### src/rtl/core/ska_pkg.sv
`timescale 1ns / 1ps
package ska_pkg;

  localparam int KEY_W = 64;
  localparam int ID_W  = 7;

  typedef logic [KEY_W-1:0] key_t;
  typedef logic [ID_W-1:0]  id_t;

  typedef enum logic [1:0] {
    ACT_FIND  = 2'd0,
    ACT_ADD   = 2'd1,
    ACT_RESET = 2'd2,
    ACT_DUMP  = 2'd3
  } action_t;

  typedef enum logic [2:0] {
    CELL_HOLD,
    CELL_LOAD,
    CELL_FROM_PREV,
    CELL_FROM_NEXT,
    CELL_FROM_FIRST
  } cell_op_t;

  typedef struct packed {
    logic     capture;
    logic     occupied;
    cell_op_t op;
  } cell_ctl_t;

  typedef struct packed {
    logic lt;
    logic eq;
  } cell_sts_t;

endpackage

### src/rtl/core/ska_cell.sv
`timescale 1ns / 1ps
module ska_cell (
  input  logic               clk,
  input  logic               rst_n,
  input  ska_pkg::cell_ctl_t ctl,
  input  ska_pkg::key_t      search_key,
  input  ska_pkg::key_t      new_key,
  input  ska_pkg::id_t       new_id,
  input  ska_pkg::key_t      prev_key,
  input  ska_pkg::id_t       prev_id,
  input  ska_pkg::key_t      next_key,
  input  ska_pkg::id_t       next_id,
  input  ska_pkg::key_t      first_key,
  input  ska_pkg::id_t       first_id,
  output ska_pkg::key_t      key,
  output ska_pkg::id_t       id,
  output ska_pkg::cell_sts_t sts
);

  ska_pkg::key_t      key_r, key_nxt;
  ska_pkg::id_t       id_r, id_nxt;
  ska_pkg::cell_sts_t sts_r;

  always_comb begin
    key_nxt = key_r;
    id_nxt  = id_r;
    unique case (ctl.op)
      ska_pkg::CELL_HOLD: begin
      end
      ska_pkg::CELL_LOAD: begin
        key_nxt = new_key;
        id_nxt  = new_id;
      end
      ska_pkg::CELL_FROM_PREV: begin
        key_nxt = prev_key;
        id_nxt  = prev_id;
      end
      ska_pkg::CELL_FROM_NEXT: begin
        key_nxt = next_key;
        id_nxt  = next_id;
      end
      ska_pkg::CELL_FROM_FIRST: begin
        key_nxt = first_key;
        id_nxt  = first_id;
      end
      default: begin
      end
    endcase
  end

  always_ff @(posedge clk) begin
    key_r <= key_nxt;
    id_r  <= id_nxt;
    if (!rst_n) begin
      sts_r <= '0;
    end else if (ctl.capture) begin
      sts_r.lt <= ctl.occupied && (key_r < search_key);
      sts_r.eq <= ctl.occupied && (key_r == search_key);
    end
  end

  assign key = key_r;
  assign id  = id_r;
  assign sts = sts_r;

endmodule

### config.mk
export PLATFORM = sky130hd
export DESIGN_NAME = ska_cell
export DESIGN_NICKNAME = d
export VERILOG_FILES = /design/src/rtl/core/ska_pkg.sv /design/src/rtl/core/ska_cell.sv
export SDC_FILE = /design/constraint.sdc
export NUM_CORES = 1
export LEC_CHECK = 0
export ABC_AREA = 1
export BUFFER_PORTS_ARGS = -buffer_cell sky130_fd_sc_hd__buf_4
export CORE_AREA = 4 4 164 166
export CTS_CLUSTER_DIAMETER = 120
export DETAILED_ROUTE_END_ITERATION = 6
export DIE_AREA = 0 0 168 170
export HOLD_SLACK_MARGIN = 0.03
export PLACE_DENSITY = 0.56
export SYNTH_ARGS = -nofsm -noshare
export SYNTH_HDL_FRONTEND = slang
export SYNTH_SLANG_ARGS = --single-unit
### constraint.sdc
create_clock -name clk -period 4.8 [get_ports clk]
set_input_delay 0.24 -clock clk [delete_from_list [all_inputs] [get_ports clk]]
set_output_delay 0.24 -clock clk [all_outputs]
set_load 0.01 [all_outputs]
# After elaboration in Yosys (flattened, before gate mapping)
# Index checks and enable logic that the tools add are counted.
# classes
order_cmp	1
n_mux	2
eq_ne	5
n_reduce_logical	3
# ops
cell	n
$pmux 64 s4	1
$eq 64x64->1	1
$lt 64x64->1	1
$pmux 7 s4	1
$eq 3x2->1 const B	2
$reduce_bool 4->1	1
$eq 3x1->1 const B	1
$eq 3x3->1 const B	1
$logic_and 1x1->1	2
# word_totals
ff_bits	73
elab_cells	15
out_inout_bits	73

# Logic depth before layout (Yosys ltp)
# logic_depth
depth_word	2
depth_mapped	14

# Worst setup path after synthesis
# No wires, ideal clock.
# synth_timing
path_type	input to register
start	in ctl[0] (netlist name)
end	reg id_r[0], in the netlist id[0] (enable)
required_ps	4369
cell_stages	4
t_arrival_ps	2444
slack_ps	1925
setup_time_ps	431
cell_sequence	nor3_4 > clkbuf_1 > inv_1 > nand2_1
# synth_via
elab_chain_len	2
word_cells_on_any_way	5
classes_between	4 x eq/ne; 1 x reduce/logical
# synth_lines
element	line_no	text
start, declared	ska_cell.sv:5	input ska_pkg::cell_ctl_t ctl,
$eq 3x3->1 (tied with other cells)	ska_cell.sv:27	unique case (ctl.op)
$reduce_bool 4->1 (no line) *	--	
end signal, assigned	ska_cell.sv:53	id_r <= id_nxt;
end, declared	ska_cell.sv:21	ska_pkg::id_t id_r, id_nxt;
# Mark *: on every way between the ends. The rest lies on a longest branch, timed or not.
# A chain may end at the register's enable or synchronous reset.

# Worst setup path after layout
# layout_timing
start	reg key_r[63], in the netlist key[63]
end	reg sts_r (netlist bit sts[1])
# layout_via
elab_chain_len	2
# layout_lines
element	line_no	text
start, declared	ska_cell.sv:20	ska_pkg::key_t key_r, key_nxt;
start signal, assigned	ska_cell.sv:52	key_r <= key_nxt;
$lt 64x64->1	ska_cell.sv:57	sts_r.lt <= ctl.occupied && (key_r < search_key);
$logic_and 1x1->1	ska_cell.sv:57	
end, declared	ska_cell.sv:22	ska_pkg::cell_sts_t sts_r;
# Every way passes these cells.

==> run metrics <==
internal power=1.61 mW; Clock Sink Count=73; total track usage=16.6%; postcts setup bufs=0; Top Ports=428; status=finished, final reports clean; crit path kind=reg -> reg; top cells by area, synth=edfxtp_1 37%, nand2_1 19%, ha_1 14%; initial drt markers=228; number of synthesized flops with an enable pin=71; vias in the first global route=6739; setup TNS=0 ns; PortBufs=427; DRC errors left=0; Area Overhead vs Synth=66.1%; total CTS buffers=9; maximum vdd drop=0.000151 V; Switch Pwr=707 uW; Clock power frac=30.0%; Slew Viols, Final=0; Seq/Total Area, Yosys=37.3%; commonest register cell after synthesis=edfxtp_1; root buf cell=clkbuf_16; crit path from=key[63]; cell area after synthesis=5820 sq um; Post-synth ARST share=0%; # setup viols final=0; layout cells sized above 1=38.0%; Worst path max stage delay=0.42 ns; drt pass-1 iters=4; Synth Instances=772; WL/cell=16.5 um; Final nets=1604; hold path depth=3; hold endpoint=sts[1]; hold_ws=0.154 ns; crit-path cells=ha_1, nand2_1, nor2_1, nand3_1, nor2_1, nand2_1, nor2_1, nand2_1, nand4_1, a21oi_1; reg-to-reg slack, setup=2.87 ns; H-tree depth=3; CP arrival=2.15 ns; Placer Congestion=0.822; FP Rows=59; Max Cap Violations=0; r2r worst-path depth=10; worst hold path type=in -> reg; total power density per cell area=240 nW/um^2; leakage power=5.06 nW; Vias/cell=4.39; Mapped Nets=1191; Sequential Power Share=37.2%; Clock transition at path regs=0.07 ns; reg2reg end=sts[1]; Comb pwr share=32.8%; maximum clock rate=518 MHz; WL final=25300 um; CTS tree=done; Die Span Y=170 um; via count=6698; Sw Share=30.5%; top cell type's share of synthesized area=36.6%; Initial Utilization=22.7%; grt total ovfl=0; core area=25600 sq um; final hold vios=0; yosys warns=0; Die W=168 um; Hold Startpoint=rst_n; final period utilization=40.2%; ANT nets after route=0; global-route wire length before repair=37000 um; Synth area leader=edfxtp_1; Buf/Inv on CP=0; Detail Placement HPWL=20500 um; antenna violations before repair=1; Worst Tran Pin Value=1.06 ns; CTS Hold Bufs=0; Critical Path End Type=flop; Max clock buf depth=2; top-count cell post-synth=nand2_1; CP Data Required Time=5.02 ns; FF-to-FF Start=key[63]; register bit total from synthesis=73; syn_area_per_cell=7.54 sq um; Slew headroom=29.3%; largest net degree at the start of global routing=72; CP max stage cell=edfxtp_1; die area=28600 sq um; minimum clock period=1.93 ns; post-cts resize count=0; Clock Latency Late Sink=0.34 ns; Worst path top cell family by delay=simple AND/OR/NAND/NOR gates; unrepaired setup endpoints after global routing=false; Worst Clk Skew=0.0128 ns; Commonest cells post-synth=297 x nand2_1, 163 x inv_1, 71 x edfxtp_1, 71 x o2111ai_1, 64 x ha_1; crit path max fanout=3; crit start category=flop; distinct cell type count after synthesis=19
==> state kept, by name, indices dropped and copies added, names as in the netlist <==
register  flops
id            7
sts           2
key          64
==> per-layer routing <==
layer / up-vias / global-route usage (%) / wire (um)
met4: 0 / 4.52 / 556
met3: 27 / 3.90 / 1520
met5: - / 0 / 0
li1: 3369 / - / -
met1: 3068 / 19.9 / 10200
met2: 234 / 29.7 / 13000
==> worst max path at each step <==
stage | slack [ns] | cells after the start | end
global placement | 2.58 | 6 | id[5]
CTS | 2.76 | 10 | sts[1]
global route | 2.55 | 10 | sts[1]
detailed placement | 2.55 | 6 | key[5]
floorplan | 1.93 | 4 | id[0]
finish | 2.87 | 10 | sts[1]
==> tightest hold or removal path: stages <==
cell and delay [ns]:
buf_4 0.07, inv_1 0.04, a21oi_1 0.09
==> cell families (layout without fill, tap and decap cells) <==
family | count (synthesis) | in the layout | synth area share (%)
simple gates | 336 | 336 | 22.4
buf+inv | 193 | 611 | 12.7
compound gates | 106 | 106 | 13.9
flops | 73 | 73 | 37.3
fa+ha+maj | 64 | 64 | 13.7
other cells | 0 | 1 | 0
==> through the flow <==
stage          instance area (sq um)  setup WS (ns)  power [mW]  utilization (%)  instances
4_1_cts                         9670           2.76        2.36             37.8       1525
6_report                        9680           2.87        2.32             37.8       1526
3_3_place_gp                    9380           2.58        1.64             36.6       1509
2_1_floorplan                   5820           1.93        1.18                -        772
5_1_grt                         9680           2.55        2.48             37.8       1526
3_5_place_dp                    9380           2.55        1.65             36.6       1509
==> layout make-up <==
class | count | area (sq um)
Fill cell | 2674 | 15900
Timing Repair Buffer | 431 | 3240
Multi-Input combinational cell | 506 | 2930
Sequential cell | 73 | 2170
Inverter | 164 | 616
Tap cell | 335 | 419
Clock buffer | 9 | 225
Clock inverter | 7 | 71.3
Antenna cell | 1 | 2.50
==> cells in the final DEF (no fill, tap or decap), drive strengths merged, types with 5 or more instances in the layout <==
master and n:
buf 431, nand2 297, inv 164, o2111ai 71, edfxtp 71, ha 64, a21oi 27, nor2 24
clkbuf 9, nand4 7, o21ai 5
==> power by group through the flow <==
stage,Clock (mW),Sequential [mW],Combinational [mW]
floorplan,0,0.898,0.282
global placement,0,0.876,0.766
detailed placement,0,0.879,0.770
CTS,0.720,0.866,0.774
global route,0.753,0.874,0.855
finish,0.697,0.863,0.761
Note: power is estimated with default switching activity, not from simulation.
